## src/hw/rtl/cdo_pkg.sv

```systemverilog
// Shared widths, constants, register codes and the CORDIC arctangent table.
`default_nettype none

package cdo_pkg;

  // Default CORDIC iteration count and table size
  localparam int CORDIC_STEPS_DEF = 16;
  localparam int ATAN_COUNT       = 24;
  localparam int IDX_W            = 5;

  // Port field widths
  localparam int SPEED_W = 16;
  localparam int WR_W    = 16;
  localparam int INV_W   = 20;
  localparam int MAXH_W  = 19;
  localparam int ANG_W   = 19;
  localparam int HGT_W   = 20;
  localparam int HSUM_W  = HGT_W + 1;

  // Configuration port
  localparam int APB_ADDR_W = 4;
  localparam int APB_DATA_W = 32;

  // Shared multiplier: signed A x signed B, registered product
  localparam int MUL_A_W = 32;
  localparam int MUL_B_W = 28;
  localparam int PROD_W  = MUL_A_W + MUL_B_W;

  // Internal datapath widths
  localparam int DIST_W = 20;  // travel distances and rounded products, Q16
  localparam int DIFF_W = 21;  // wheel difference and sum
  localparam int WRAP_W = 24;  // angle accumulator before wrapping
  localparam int TRIG_W = 32;  // CORDIC vector and angle, Q30

  // Angle constants in Q16
  localparam logic signed [WRAP_W-1:0] PI_Q16         = 24'sd205887;
  localparam logic signed [WRAP_W-1:0] NEG_PI_Q16     = -24'sd205887;
  localparam logic signed [WRAP_W-1:0] TWO_PI_Q16     = 24'sd411775;
  localparam logic signed [ANG_W-1:0]  ANG_PI         = 19'sd205887;
  localparam logic signed [ANG_W-1:0]  ANG_NEG_PI     = -19'sd205887;
  localparam logic signed [ANG_W-1:0]  ANG_HALF_PI    = 19'sd102944;
  localparam logic signed [ANG_W-1:0]  ANG_NEG_HALF_PI = -19'sd102944;

  // pi/180 in Q0.32 and the CORDIC start vector length in Q30
  localparam logic signed [MUL_B_W-1:0] DEG2RAD_Q32     = 28'sd74961321;
  localparam logic signed [TRIG_W-1:0]  CORDIC_GAIN_Q30 = 32'sd652032874;

  // Round-half-up offsets for the product shifts
  localparam logic signed [PROD_W-1:0] RND40 = PROD_W'(64'd1 << 39);
  localparam logic signed [PROD_W-1:0] RND30 = PROD_W'(64'd1 << 29);
  localparam logic signed [PROD_W-1:0] RND16 = PROD_W'(64'd1 << 15);

  // Register reset values
  localparam logic [WR_W-1:0]   WR_RESET     = 16'd6554;
  localparam logic [INV_W-1:0]  INV_WB_RESET = 20'd65536;
  localparam logic [INV_W-1:0]  INV_CR_RESET = 20'd65536;
  localparam logic [MAXH_W-1:0] MAXH_RESET   = 19'd65536;

  // Register index codes (byte address / 4)
  typedef enum logic [1:0] {
    REG_WHEEL_RADIUS   = 2'd0,
    REG_INV_WHEELBASE  = 2'd1,
    REG_INV_CYL_RADIUS = 2'd2,
    REG_MAX_HEIGHT     = 2'd3
  } reg_idx_t;

  // CORDIC result
  typedef struct packed {
    logic signed [TRIG_W-1:0] cos_v;
    logic signed [TRIG_W-1:0] sin_v;
  } trig_t;

  // atan(2^-i) in Q30
  function automatic logic signed [TRIG_W-1:0] atan_q30(input logic [IDX_W-1:0] idx);
    logic signed [TRIG_W-1:0] v;
    unique case (idx)
      5'd0:    v = 32'sd843314857;
      5'd1:    v = 32'sd497837829;
      5'd2:    v = 32'sd263043837;
      5'd3:    v = 32'sd133525159;
      5'd4:    v = 32'sd67021687;
      5'd5:    v = 32'sd33543516;
      5'd6:    v = 32'sd16775851;
      5'd7:    v = 32'sd8388437;
      5'd8:    v = 32'sd4194283;
      5'd9:    v = 32'sd2097149;
      5'd10:   v = 32'sd1048576;
      5'd11:   v = 32'sd524288;
      5'd12:   v = 32'sd262144;
      5'd13:   v = 32'sd131072;
      5'd14:   v = 32'sd65536;
      5'd15:   v = 32'sd32768;
      5'd16:   v = 32'sd16384;
      5'd17:   v = 32'sd8192;
      5'd18:   v = 32'sd4096;
      5'd19:   v = 32'sd2048;
      5'd20:   v = 32'sd1024;
      5'd21:   v = 32'sd512;
      5'd22:   v = 32'sd256;
      5'd23:   v = 32'sd128;
      default: v = '0;
    endcase
    return v;
  endfunction

endpackage

`default_nettype wire

```

## src/hw/rtl/cdo_mul.sv

```systemverilog
// Shared signed multiplier with a registered product.
`default_nettype none

module cdo_mul (
  input  logic                                clk,
  input  logic signed [cdo_pkg::MUL_A_W-1:0] a_i,
  input  logic signed [cdo_pkg::MUL_B_W-1:0] b_i,
  output logic signed [cdo_pkg::PROD_W-1:0]  p_o
);

  logic signed [cdo_pkg::PROD_W-1:0] p_r;

  // One product per cycle, available the cycle after the operands
  always_ff @(posedge clk) begin
    p_r <= cdo_pkg::PROD_W'(a_i) * cdo_pkg::PROD_W'(b_i);
  end

  assign p_o = p_r;

endmodule

`default_nettype wire

```

## src/hw/rtl/cdo_cordic.sv

```systemverilog
// Iterative rotation-mode CORDIC: one micro-rotation per cycle on a shared shift/add unit.
`default_nettype none

module cdo_cordic #(
  parameter int CORDIC_STEPS = cdo_pkg::CORDIC_STEPS_DEF
) (
  input  logic                               clk,
  input  logic                               rst_n,
  input  logic                               start_i,
  input  logic signed [cdo_pkg::ANG_W-1:0]   angle_i,
  output logic                               done_o,
  output cdo_pkg::trig_t                     trig_o
);

  localparam int STEPS = (CORDIC_STEPS > cdo_pkg::ATAN_COUNT) ?
                         cdo_pkg::ATAN_COUNT : CORDIC_STEPS;
  localparam logic [cdo_pkg::IDX_W-1:0] LAST_IDX = cdo_pkg::IDX_W'(STEPS - 1);

  logic                               busy_r;
  logic                               done_r;
  logic                               neg_r;
  logic [cdo_pkg::IDX_W-1:0]          idx_r;
  logic signed [cdo_pkg::TRIG_W-1:0]  x_r, y_r, z_r;

  logic signed [cdo_pkg::ANG_W-1:0]   fold_ang;
  logic                               fold_neg;
  logic signed [cdo_pkg::TRIG_W-1:0]  z_start;
  logic signed [cdo_pkg::TRIG_W-1:0]  x_sh, y_sh, at;
  logic signed [cdo_pkg::TRIG_W-1:0]  x_nxt, y_nxt, z_nxt;

  // Fold the angle into [-pi/2, pi/2]; results are negated for the folded half
  always_comb begin
    fold_ang = angle_i;
    fold_neg = 1'b0;
    if (angle_i > cdo_pkg::ANG_HALF_PI) begin
      fold_ang = angle_i - cdo_pkg::ANG_PI;
      fold_neg = 1'b1;
    end else if (angle_i < cdo_pkg::ANG_NEG_HALF_PI) begin
      fold_ang = angle_i + cdo_pkg::ANG_PI;
      fold_neg = 1'b1;
    end
  end

  // Q16 -> Q30
  assign z_start = cdo_pkg::TRIG_W'(fold_ang) <<< 14;

  // One micro-rotation
  assign x_sh = x_r >>> idx_r;
  assign y_sh = y_r >>> idx_r;
  assign at   = cdo_pkg::atan_q30(idx_r);

  always_comb begin
    if (!z_r[cdo_pkg::TRIG_W-1]) begin
      x_nxt = x_r - y_sh;
      y_nxt = y_r + x_sh;
      z_nxt = z_r - at;
    end else begin
      x_nxt = x_r + y_sh;
      y_nxt = y_r - x_sh;
      z_nxt = z_r + at;
    end
  end

  // Control: busy flag, step counter, done pulse
  always_ff @(posedge clk) begin
    if (!rst_n) begin
      busy_r <= 1'b0;
      done_r <= 1'b0;
      idx_r  <= '0;
    end else begin
      done_r <= 1'b0;
      if (start_i) begin
        busy_r <= 1'b1;
        idx_r  <= '0;
      end else if (busy_r) begin
        idx_r <= cdo_pkg::IDX_W'(idx_r + 1'b1);
        if (idx_r == LAST_IDX) begin
          busy_r <= 1'b0;
          done_r <= 1'b1;
        end
      end
    end
  end

  // Vector and residual angle
  always_ff @(posedge clk) begin
    if (start_i) begin
      x_r   <= cdo_pkg::CORDIC_GAIN_Q30;
      y_r   <= '0;
      z_r   <= z_start;
      neg_r <= fold_neg;
    end else if (busy_r) begin
      x_r <= x_nxt;
      y_r <= y_nxt;
      z_r <= z_nxt;
    end
  end

  assign done_o       = done_r;
  assign trig_o.cos_v = neg_r ? -x_r : x_r;
  assign trig_o.sin_v = neg_r ? -y_r : y_r;

  // Checks
  a_start_idle: assert property (@(posedge clk) disable iff (!rst_n)
    start_i |-> !busy_r)
    else $error("cordic started while busy");

  a_step_advance: assert property (@(posedge clk) disable iff (!rst_n)
    (busy_r && !start_i && idx_r != LAST_IDX) |=>
      (busy_r && idx_r == cdo_pkg::IDX_W'($past(idx_r) + 1'b1)))
    else $error("cordic step counter skipped");

  a_done_after_busy: assert property (@(posedge clk) disable iff (!rst_n)
    done_r |-> ($past(busy_r) && !busy_r))
    else $error("cordic done without a finished run");

endmodule

`default_nettype wire

```

## src/hw/rtl/cylinder_diff_drive_odometry_top.sv

```systemverilog
// Top level: wheel-odometry pose on a cylinder wall, sequencer around a shared multiplier and CORDIC.
//
//   channel   signals                                        request moves
//   in        in_valid/in_ready, in_left_speed/right_speed   one frame tick of wheel rotation
//   out       out_valid/out_ready, out_azimuth/wall_height/  pose after the tick
//             out_heading
//   config    psel/penable/pwrite/paddr/pwdata/prdata/pready register write or read
//
// The time one request takes is set by the CORDIC iterations on the shared shift/add unit and the
// eight passes through the one multiplier, and it grows for each extra multiple of 2*pi removed
// from heading or azimuth; in_ready is high again once the sequencer is back in idle.
// A finished pose waits in the output register while the next request is accepted; the
// sequencer stalls only when it would overwrite a pose not yet taken.
// rst_n (synchronous) clears the pose to zero and loads the register defaults.
`default_nettype none

module cylinder_diff_drive_odometry_top #(
  parameter int CORDIC_STEPS = cdo_pkg::CORDIC_STEPS_DEF
) (
  input  logic                                 clk,
  input  logic                                 rst_n,
  // input channel
  input  logic                                 in_valid,
  output logic                                 in_ready,
  input  logic signed [cdo_pkg::SPEED_W-1:0]   in_left_speed,
  input  logic signed [cdo_pkg::SPEED_W-1:0]   in_right_speed,
  // result channel
  output logic                                 out_valid,
  input  logic                                 out_ready,
  output logic signed [cdo_pkg::ANG_W-1:0]     out_azimuth,
  output logic signed [cdo_pkg::HGT_W-1:0]     out_wall_height,
  output logic signed [cdo_pkg::ANG_W-1:0]     out_heading,
  // configuration port
  input  logic                                 psel,
  input  logic                                 penable,
  input  logic                                 pwrite,
  input  logic [cdo_pkg::APB_ADDR_W-1:0]       paddr,
  input  logic [cdo_pkg::APB_DATA_W-1:0]       pwdata,
  output logic [cdo_pkg::APB_DATA_W-1:0]       prdata,
  output logic                                 pready
);

  typedef enum logic [3:0] {
    S_IDLE,
    S_LW,      // left speed * wheel radius
    S_LK,      // * deg-to-rad
    S_RW,      // right speed * wheel radius, left distance out
    S_RK,      // * deg-to-rad
    S_DR,      // right distance, mean and difference
    S_TURN,    // difference * inverse wheelbase
    S_HEAD,    // heading + turn
    S_WRAP_H,  // wrap heading, start CORDIC
    S_TRIG,    // wait for CORDIC, then mean * cos
    S_MS,      // mean * sin
    S_MI,      // rounded cos part * inverse cylinder radius
    S_AZ,      // azimuth + change, height update
    S_WRAP_A   // wrap azimuth, load result
  } state_t;

  state_t state_r;

  // Configuration registers
  logic [cdo_pkg::WR_W-1:0]   wheel_radius_r;
  logic [cdo_pkg::INV_W-1:0]  inv_wheelbase_r;
  logic [cdo_pkg::INV_W-1:0]  inv_cyl_radius_r;
  logic [cdo_pkg::MAXH_W-1:0] max_height_r;

  // Pose
  logic signed [cdo_pkg::ANG_W-1:0] azimuth_r;
  logic signed [cdo_pkg::HGT_W-1:0] height_r;
  logic signed [cdo_pkg::ANG_W-1:0] heading_r;

  // Working registers
  logic signed [cdo_pkg::SPEED_W-1:0] ls_r, rs_r;
  logic signed [cdo_pkg::DIST_W-1:0]  dl_r, mean_r, tc_r, dh_r;
  logic signed [cdo_pkg::DIFF_W-1:0]  diff_r;
  logic signed [cdo_pkg::WRAP_W-1:0]  w_r;

  // Output registers
  logic                              out_valid_r;
  logic signed [cdo_pkg::ANG_W-1:0]  out_azimuth_r;
  logic signed [cdo_pkg::HGT_W-1:0]  out_wall_height_r;
  logic signed [cdo_pkg::ANG_W-1:0]  out_heading_r;

  // Shared units
  logic signed [cdo_pkg::MUL_A_W-1:0] mul_a;
  logic signed [cdo_pkg::MUL_B_W-1:0] mul_b;
  logic signed [cdo_pkg::PROD_W-1:0]  prod;
  logic                               trig_start;
  logic                               trig_done;
  cdo_pkg::trig_t                     trig;

  cdo_mul u_mul (
    .clk (clk),
    .a_i (mul_a),
    .b_i (mul_b),
    .p_o (prod)
  );

  cdo_cordic #(
    .CORDIC_STEPS (CORDIC_STEPS)
  ) u_cordic (
    .clk     (clk),
    .rst_n   (rst_n),
    .start_i (trig_start),
    .angle_i (cdo_pkg::ANG_W'(w_r)),
    .done_o  (trig_done),
    .trig_o  (trig)
  );

  // Rounded product shifts (round half up)
  logic signed [cdo_pkg::PROD_W-1:0] r40_full, r30_full, r16_full;
  logic signed [cdo_pkg::DIST_W-1:0] dist_now, r30_now;
  logic signed [cdo_pkg::WRAP_W-1:0] r16_now;

  assign r40_full = (prod + cdo_pkg::RND40) >>> 40;
  assign r30_full = (prod + cdo_pkg::RND30) >>> 30;
  assign r16_full = (prod + cdo_pkg::RND16) >>> 16;
  assign dist_now = cdo_pkg::DIST_W'(r40_full);
  assign r30_now  = cdo_pkg::DIST_W'(r30_full);
  assign r16_now  = cdo_pkg::WRAP_W'(r16_full);

  // Mean travel and wheel difference
  logic signed [cdo_pkg::DIFF_W-1:0] sum_lr, diff_lr;
  assign sum_lr  = cdo_pkg::DIFF_W'(dl_r) + cdo_pkg::DIFF_W'(dist_now) + cdo_pkg::DIFF_W'(1);
  assign diff_lr = cdo_pkg::DIFF_W'(dist_now) - cdo_pkg::DIFF_W'(dl_r);

  // Angle wrap test
  logic w_hi, w_lo, w_ok;
  assign w_hi = w_r > cdo_pkg::PI_Q16;
  assign w_lo = w_r < cdo_pkg::NEG_PI_Q16;
  assign w_ok = !w_hi && !w_lo;

  // Height step with clamp
  logic signed [cdo_pkg::HSUM_W-1:0] h_sum, h_lim, h_clamp;
  assign h_sum = cdo_pkg::HSUM_W'(height_r) + cdo_pkg::HSUM_W'(dh_r);
  assign h_lim = cdo_pkg::HSUM_W'(max_height_r);

  always_comb begin
    h_clamp = h_sum;
    if (h_sum > h_lim) begin
      h_clamp = h_lim;
    end
    if (h_clamp < -h_lim) begin
      h_clamp = -h_lim;
    end
  end

  // Multiplier operand select
  always_comb begin
    mul_a = '0;
    mul_b = '0;
    unique case (state_r)
      S_LW: begin
        mul_a = cdo_pkg::MUL_A_W'(ls_r);
        mul_b = cdo_pkg::MUL_B_W'(wheel_radius_r);
      end
      S_LK, S_RK: begin
        mul_a = prod[cdo_pkg::MUL_A_W-1:0];
        mul_b = cdo_pkg::DEG2RAD_Q32;
      end
      S_RW: begin
        mul_a = cdo_pkg::MUL_A_W'(rs_r);
        mul_b = cdo_pkg::MUL_B_W'(wheel_radius_r);
      end
      S_TURN: begin
        mul_a = cdo_pkg::MUL_A_W'(diff_r);
        mul_b = cdo_pkg::MUL_B_W'(inv_wheelbase_r);
      end
      S_TRIG: begin
        mul_a = trig.cos_v;
        mul_b = cdo_pkg::MUL_B_W'(mean_r);
      end
      S_MS: begin
        mul_a = trig.sin_v;
        mul_b = cdo_pkg::MUL_B_W'(mean_r);
      end
      S_MI: begin
        mul_a = cdo_pkg::MUL_A_W'(tc_r);
        mul_b = cdo_pkg::MUL_B_W'(inv_cyl_radius_r);
      end
      default: begin
        mul_a = '0;
        mul_b = '0;
      end
    endcase
  end

  assign trig_start = (state_r == S_WRAP_H) && w_ok;

  // Sequencer, pose and result register
  always_ff @(posedge clk) begin
    if (!rst_n) begin
      state_r     <= S_IDLE;
      out_valid_r <= 1'b0;
      azimuth_r   <= '0;
      height_r    <= '0;
      heading_r   <= '0;
    end else begin
      if (out_valid_r && out_ready) begin
        out_valid_r <= 1'b0;
      end
      unique case (state_r)
        S_IDLE: begin
          if (in_valid) begin
            state_r <= S_LW;
          end
        end
        S_LW:   state_r <= S_LK;
        S_LK:   state_r <= S_RW;
        S_RW:   state_r <= S_RK;
        S_RK:   state_r <= S_DR;
        S_DR:   state_r <= S_TURN;
        S_TURN: state_r <= S_HEAD;
        S_HEAD: state_r <= S_WRAP_H;
        S_WRAP_H: begin
          if (w_ok) begin
            heading_r <= cdo_pkg::ANG_W'(w_r);
            state_r   <= S_TRIG;
          end
        end
        S_TRIG: begin
          if (trig_done) begin
            state_r <= S_MS;
          end
        end
        S_MS:   state_r <= S_MI;
        S_MI:   state_r <= S_AZ;
        S_AZ: begin
          height_r <= cdo_pkg::HGT_W'(h_clamp);
          state_r  <= S_WRAP_A;
        end
        S_WRAP_A: begin
          if (w_ok && (!out_valid_r || out_ready)) begin
            azimuth_r         <= cdo_pkg::ANG_W'(w_r);
            out_azimuth_r     <= cdo_pkg::ANG_W'(w_r);
            out_wall_height_r <= height_r;
            out_heading_r     <= heading_r;
            out_valid_r       <= 1'b1;
            state_r           <= S_IDLE;
          end
        end
        default: state_r <= S_IDLE;
      endcase
    end
  end

  // Datapath working registers
  always_ff @(posedge clk) begin
    unique case (state_r)
      S_IDLE: begin
        if (in_valid) begin
          ls_r <= in_left_speed;
          rs_r <= in_right_speed;
        end
      end
      S_RW: dl_r <= dist_now;
      S_DR: begin
        mean_r <= cdo_pkg::DIST_W'(sum_lr >>> 1);
        diff_r <= diff_lr;
      end
      S_HEAD: w_r <= cdo_pkg::WRAP_W'(heading_r) + r16_now;
      S_WRAP_H, S_WRAP_A: begin
        if (w_hi) begin
          w_r <= w_r - cdo_pkg::TWO_PI_Q16;
        end else if (w_lo) begin
          w_r <= w_r + cdo_pkg::TWO_PI_Q16;
        end
      end
      S_MS: tc_r <= r30_now;
      S_MI: dh_r <= r30_now;
      S_AZ: w_r  <= cdo_pkg::WRAP_W'(azimuth_r) + r16_now;
      default: begin
      end
    endcase
  end

  // Configuration writes
  logic cfg_wr;
  assign cfg_wr = psel && penable && pwrite;

  always_ff @(posedge clk) begin
    if (!rst_n) begin
      wheel_radius_r   <= cdo_pkg::WR_RESET;
      inv_wheelbase_r  <= cdo_pkg::INV_WB_RESET;
      inv_cyl_radius_r <= cdo_pkg::INV_CR_RESET;
      max_height_r     <= cdo_pkg::MAXH_RESET;
    end else if (cfg_wr) begin
      unique case (cdo_pkg::reg_idx_t'(paddr[3:2]))
        cdo_pkg::REG_WHEEL_RADIUS:   wheel_radius_r   <= pwdata[cdo_pkg::WR_W-1:0];
        cdo_pkg::REG_INV_WHEELBASE:  inv_wheelbase_r  <= pwdata[cdo_pkg::INV_W-1:0];
        cdo_pkg::REG_INV_CYL_RADIUS: inv_cyl_radius_r <= pwdata[cdo_pkg::INV_W-1:0];
        cdo_pkg::REG_MAX_HEIGHT:     max_height_r     <= pwdata[cdo_pkg::MAXH_W-1:0];
        default: begin
        end
      endcase
    end
  end

  // Configuration reads
  always_comb begin
    unique case (cdo_pkg::reg_idx_t'(paddr[3:2]))
      cdo_pkg::REG_WHEEL_RADIUS:   prdata = cdo_pkg::APB_DATA_W'(wheel_radius_r);
      cdo_pkg::REG_INV_WHEELBASE:  prdata = cdo_pkg::APB_DATA_W'(inv_wheelbase_r);
      cdo_pkg::REG_INV_CYL_RADIUS: prdata = cdo_pkg::APB_DATA_W'(inv_cyl_radius_r);
      cdo_pkg::REG_MAX_HEIGHT:     prdata = cdo_pkg::APB_DATA_W'(max_height_r);
      default:                     prdata = '0;
    endcase
  end

  assign pready          = 1'b1;
  assign in_ready        = (state_r == S_IDLE);
  assign out_valid       = out_valid_r;
  assign out_azimuth     = out_azimuth_r;
  assign out_wall_height = out_wall_height_r;
  assign out_heading     = out_heading_r;

  // Checks
  a_heading_range: assert property (@(posedge clk) disable iff (!rst_n)
    (heading_r <= cdo_pkg::ANG_PI) && (heading_r >= cdo_pkg::ANG_NEG_PI))
    else $error("heading outside [-pi, pi]");

  a_azimuth_range: assert property (@(posedge clk) disable iff (!rst_n)
    (azimuth_r <= cdo_pkg::ANG_PI) && (azimuth_r >= cdo_pkg::ANG_NEG_PI))
    else $error("azimuth outside [-pi, pi]");

  a_trig_done_state: assert property (@(posedge clk) disable iff (!rst_n)
    trig_done |-> (state_r == S_TRIG))
    else $error("cordic result arrived outside the wait state");

  a_accept_starts: assert property (@(posedge clk) disable iff (!rst_n)
    (in_valid && in_ready) |=> (state_r == S_LW && !in_ready))
    else $error("accepted request did not start the sequence");

endmodule

`default_nettype wire
```

## config.mk

```make
export PLATFORM = sky130hd
export DESIGN_NAME = cylinder_diff_drive_odometry_top
export DESIGN_NICKNAME = d
export VERILOG_FILES = /design/src/hw/rtl/cdo_pkg.sv /design/src/hw/rtl/cdo_mul.sv /design/src/hw/rtl/cdo_cordic.sv /design/src/hw/rtl/cylinder_diff_drive_odometry_top.sv
export SDC_FILE = /design/constraint.sdc
export NUM_CORES = 2
export LEC_CHECK = 0
export ABC_AREA = 1
export ABC_CLOCK_PERIOD_IN_PS = 12100
export BUFFER_PORTS_ARGS = -buffer_cell sky130_fd_sc_hd__buf_4
export CORE_ASPECT_RATIO = 0.7
export CORE_UTILIZATION = 50
export DETAILED_ROUTE_END_ITERATION = 8
export PLACE_DENSITY = 0.75
export SYNTH_ARGS = -nofsm -noshare
export SYNTH_HDL_FRONTEND = slang
export SYNTH_SLANG_ARGS = --single-unit
```

## constraint.sdc

```tcl
create_clock -name clk -period 12.1 [get_ports clk]
set_input_delay 0 -clock clk [delete_from_list [all_inputs] [get_ports clk]]
set_output_delay 0 -clock clk [all_outputs]
set_load 0.02 [all_outputs]
```

After elaboration in Yosys (flattened, before gate mapping)
Memory sizes are Yosys's and may differ from the RTL's. A register that Yosys moved wholly into a read port is not among the register bits.
Index checks and enable logic that the tools add are counted.
{ "op_classes": {"div_mod_pow": 0, "bitwise": 2, "eq_ne": 22, "magnitude_cmp": 6, "n_addsub": 23, "shift": 2, "n_mux": 32, "reduce_logical": 30, "mul": 1} }
{ "op_table": {"columns": ["cell", "n"], "rows": [
  ["$mux W32", 7],
  ["$pmux W32 S7", 1],
  ["$pmux W28 S5", 1],
  ["$pmux W32 S4", 1],
  ["$add A32 B32 Y32", 3],
  ["$sub A32 B32 Y32", 3],
  ["$pmux W24 S3", 1],
  ["$neg A32 Y32", 2],
  ["$sshr A32 B5 Y32", 2],
  ["$add A60 B41 Y60 const B", 1],
  ["$mul A32 B28 Y60", 1],
  ["$pmux W4 S14", 1],
  ["$add A50 B31 Y50 const B", 1],
  ["$add A19 B24 Y24", 2],
  ["$mux W24", 2],
  ["$add A20 B20 Y21", 2],
  ["$add A40 B17 Y40 const B", 1],
  ["$mux W18", 2],
  ["$add A24 B20 Y24 const B", 1],
  ["$eq A4 B4 Y1 const B", 6],
  ["$gt A24 B19 Y1 const B", 1],
  ["$lt A24 B19 Y1 const B", 1],
  ["$sub A24 B20 Y24 const B", 1],
  ["$add A21 B2 Y21 const B", 1],
  ["36 further kinds", 73]
]} }
{ "word_totals": {"mem_bits_rw": 0, "output_inout_bits": 93, "input_bits": 75, "latch_bits": 0, "romBits": 960, "word_cells": 148, "register_bits": 517, "mem_count": 1} }
{ "mem_list": {"columns": ["name", "depth", "width", "rd", "rd_clocked_by_memory_dff", "write_ports", "line", "text"], "rows": [
  ["(no name shown)", 32, 30, 1, 1, 0, "cdo_pkg.sv:76", "unique case (idx)"]
]} }

Logic depth before layout (Yosys ltp)
{ "logic_depth": {"word_depth": 6, "mapped_depth": 46, "depth_no_buf": 45} }

By module
A second synthesis with hierarchy kept.
{ "hier_totals": {"cells_unflattened": 10220, "area_unflattened_um2": 75105.8} }
{ "by_module_without_submodules": {"columns": ["module", "seq_area_each_um2", "instances", "cells_per_inst", "area_per_inst_um2"], "rows": [
  ["cdo_mul", 1201.2, 1, 4599, 35630.4],
  ["cylinder_diff_drive_odometry_top", 9218.8, 1, 2659, 21672.0],
  ["cdo_cordic", 2872.8, 1, 2962, 17803.3]
]} }

Worst setup path after synthesis
No wires, ideal clock.
{ "synth_timing": {"path_kind": "register to register", "startpoint": "reg state_r[3]", "endpoint": "reg u_mul.p_r, in the netlist u_mul.p_o[56]", "path_stages_with_launch": 34, "t_arrival_ns": 8.767, "synth_period_minus_slack_ns": 8.839, "setup_ns": 0.072, "n_path_buf": 3, "required_ns": 12.028, "setup_slack_ns": 3.261, "cell_sequence": "dfxtp_1 -> inv_1 -> nor2_1 -> inv_1 -> nor2_1 -> clkbuf_1 -> clkbuf_1 -> a221oi_1 -> inv_1 -> clkbuf_1 -> nand2_1 -> fa_1 -> fa_1 -> fa_1 -> fa_1 -> inv_1 -> fa_1 -> inv_1 -> fa_1 -> inv_1 -> fa_1 -> ha_1 -> ha_1 -> nand2_1 -> nor2_1 -> inv_1 -> nor4_1 -> nand3_1 -> nand3_1 -> nand2_1 -> o211ai_1 -> a21boi_0 -> o21ai_0 -> xor2_1"} }
{ "synth_via": {"elab_chain_len": 4, "word_cells_on_any_way": 14, "cone_classes": "mul (1); eq/ne (8); mux (2); reduce/logical (3)"} }
{ "synth_lines": {"columns": ["element", "line", "text"], "rows": [
  ["from (decl)", "cylinder_diff_drive_odometry_top.sv:60", "state_t state_r;"],
  ["from (signal assigned)", "cylinder_diff_drive_odometry_top.sv:194", "state_r <= S_IDLE;"],
  ["from (signal assigned)", "cylinder_diff_drive_odometry_top.sv:206", "state_r <= S_LW;"],
  ["from (signal assigned)", "cylinder_diff_drive_odometry_top.sv:209", "S_LW: state_r <= S_LK;"],
  ["$eq A4 B3 Y1 (tied with other cells)", "cylinder_diff_drive_odometry_top.sv:153", "unique case (state_r)"],
  ["$reduce_or A2 Y1, on equally long branches", null, null],
  ["$pmux W32 S7 or $pmux W28 S5 (tied branches)", "cylinder_diff_drive_odometry_top.sv:153", null],
  ["$mul A32 B28 Y60 *", "cdo_mul.sv:15", "p_r <= cdo_pkg::PROD_W'(a_i) * cdo_pkg::PROD_W'(b_i);"],
  ["to (signal assigned)", "cdo_mul.sv:15", null],
  ["to (decl)", "cdo_mul.sv:11", "logic signed [cdo_pkg::PROD_W-1:0] p_r;"]
]} }
Mark *: on every way between the ends. The rest lies on a longest branch, timed or not.
A chain may end at the register's enable or synchronous reset.

Final worst setup path
{ "layout_timing": {"startpoint": "reg state_r[2]", "endpoint": "reg u_mul.p_r, in the netlist u_mul.p_o[56]"} }
The elaborated chain is that of the path after synthesis.

==> key figures <==
Finish
  – Filler Cell Count: 13100
  – Area of the multi-input gates: 49400 sq um
  – Seq. cell area: 13300 sq um
  – Area delta synth->final: 8.05%
  – Layout cells sized above 1: 0.0553
  – Final Net Count: 11000

Critical path
  – Worst path max stage delay: 0.89 ns
  – Crit path DAT: 11.41 ns
  – Req. time, crit path: 12.75 ns
  – Worst R2R Setup Slack: 1.34 ns
  – Max stage delay cell, worst path: a211oi_1
  – Setup crit start kind: flip-flop
  – Worst Setup Path Type: reg -> reg
  – Critical Path End Type: flip-flop
  – CP max FO: 20

Clock tree
  – Buffers inserted by post-CTS timing repair: 0
  – Clock Pin Slew Worst Setup and Hold Paths: 0.07 ns
  – Clock Latency Late Sink: 0.76 ns
  – CTS sink cnt: 547
  – CTS tree: built
  – CTS hold repair buffers: 92
  – H-tree depth: 2
  – CTS Root Cell: clkbuf_16
  – Num CTS Buffers: 61
  – Post-CTS sizing: 0
  – Clock Path Buffers: 3

Yosys
  – Fraction of registers with async set/reset: 0
  – Synth Flop Type: dfxtp_1
  – YS warnings: 0
  – Most instantiated library cell after synthesis: inv_1
  – #FFs+latches synth: 547
  – Register area share after synthesis: 0.184
  – Post-Syn Area per Cell: 7.64 sq um
  – Cells after synthesis: 9436
  – Number of synthesized flops with an enable pin: 234
  – Post-synthesis cell area: 72100 sq um
  – Synth top cells by count: 2057 x inv_1, 1968 x nand2_1, 927 x fa_1
  – Top post-synthesis cells by area: fa_1 26%, inv_1 11%, nand2_1 10%, edfxtp_1 9.7%, dfxtp_1 8.7%
  – Cell taking the most area after synthesis: fa_1
  – Number of distinct library cells after synthesis: 81
  – Area share of the largest cell type after synthesis: 0.257

Drt
  – Via density: 5.63
  – WL final: 238000 microns
  – Post-route ant nets: 0
  – DR WL/cell: 20.8 microns
  – First-pass detailed-route iteration total: 9
  – Residual DRC: 2
  – Detailed Route Iter0 Violations: 7818
  – Vias: 64400

GRT
  – First-pass GRT wire length: 364000 microns
  – Total Routing Usage GR: 0.324
  – Largest net degree at the start of global routing: 94
  – Overflow after GRT: 0
  – Initial antenna violation count: 6
  – Number of global-route vias before repair: 62100

Run status
  – Failing checks: design-rule violations
  – Outcome: complete, but fails checks

Place
  – Gpl congestion: 1.07
  – Post-DP HPWL: 189000 microns
  – I/O Buffers: 140

Floorplan
  – Std cell rows: 116
  – Chip width: 456 microns
  – Core area: 143000 sq um
  – Die footprint: 146000 sq um
  – Initial Utilization: 0.504
  – Die Y: 320 microns
  – I/O Pins: 168

Timing
  – Rel. slew slack: 0.161
  – Max Clock Skew: 0.0962 ns
  – Post-route setup TNS: 0 ns
  – Worst Tran Pin Value: 1.26 ns
  – Period minus WS final: 10.76 ns
  – Endpoints failing setup: 0
  – Period utilization: 0.889
  – Max Slew Vio Count: 0
  – FMAX: 0.0929 GHz
  – Unrepaired setup endpoints after global routing: no
  – Fin. Hold Viols: 0

Worst hold path
  – Class of the worst hold path: in -> reg

Job
  – Max capacitance violation total: 0
[placed cells by master, fill, tap and decap left out, types with 17 or more instances in the layout]
cell type and n:
a21boi_0 17, a21o_1 28, a21oi_1 535, a22oi_1 46, a31oi_1 21, buf_4 246
clkbuf_16 63, dfxtp_1 310, dlygate4sd3_1 92, edfxtp_1 234, fa_1 927, ha_1 457
inv_1 2056, inv_2 46, nand2_1 1968, nand3_1 449, nand4_1 63, nor2_1 568
nor3_1 77, nor4_1 22, o2111ai_1 17, o211ai_1 65, o21a_1 18, o21ai_0 444
o21ai_1 55, o21ai_2 19, o21bai_1 19, o22ai_1 29, xnor2_1 92, xor2_1 259
[worst max-delay path: cells and delay by family, from the launching register on]
kind	cells	cell delay [ns]
adder cells (fa/ha/maj)	9	4.36
buffers and inverters	9	2.38
AND/OR/NAND/NOR	10	1.76
AO/OA/AOI/OAI	5	1.59
flip-flops	1	0.38
XOR/XNOR	1	0.15
[metrics by stage]
stage                     worst slack, ns  instances   util  cell area (sq um)  hold slack (ns)
after floorplan                      3.26       9447      -              72100           0.0989
after global placement               1.83      11200  0.523              74800            0.178
after detailed placement             1.62      11200  0.523              74800            0.179
after CTS                            1.61      11400  0.545              77900          0.00188
after global routing                0.889      11400  0.545              77900           0.0219
final                                1.34      11400  0.545              77900          0.00812
[worst paths after layout]
check / start / end / cells past startpoint
hold / removal: in_left_speed[14] / ls_r[14] / 2
setup reg to reg: state_r[2] / u_mul.p_o[56] / 34
setup / recovery: state_r[2] / u_mul.p_o[56] / 34
hold reg to reg: heading_r[17] / out_heading[17] / 0
[flip-flops by register name, indices dropped and copies added (netlist names), 20 cells and up]
signal and cells:
u_mul.p_o 60, out_wall_height 20, inv_wheelbase_r 20, mean_r 20, u_cordic.y_r 32, inv_cyl_radius_r 20, height_r 20, dl_r 20
u_cordic.at 30, w_r 24, u_cordic.z_r 32, tc_r 20, u_cordic.x_r 32, diff_r 21, dh_r 20
[layout make-up]
type | count | area share
Antenna cell | 2 | 0.0000643
Clock buffer | 76 | 0.0218
Clock inverter | 40 | 0.00557
Inverter | 2112 | 0.102
Multi-Input combinational cell | 6433 | 0.634
Sequential cell | 547 | 0.171
Tap cell | 1888 | 0.0303
Timing Repair Buffer | 338 | 0.0355
[routing by layer]
metal,track usage,wire [microns],vias up
li1,-,-,29400
met1,0.466,100000,31000
met2,0.461,96700,3561
met3,0.0923,31200,481
met4,0.115,9740,8
met5,0,60,-
[cells by family after synthesis]
kind of cell               count (synthesis)  synth area share
muxes                                      6          0.000851
and+or+nand+nor                         3247             0.187
adders and majority gates               1384             0.337
buffers and inverters                   2467             0.133
other                                      2          0.000104
xor gates and xnor gates                 352            0.0429
DFF                                      547             0.184
AOI/OAI and AO/OA                       1431             0.115
Power is not shown: default switching activity piles up to over one toggle a cycle in this logic, so the estimate is an artifact.
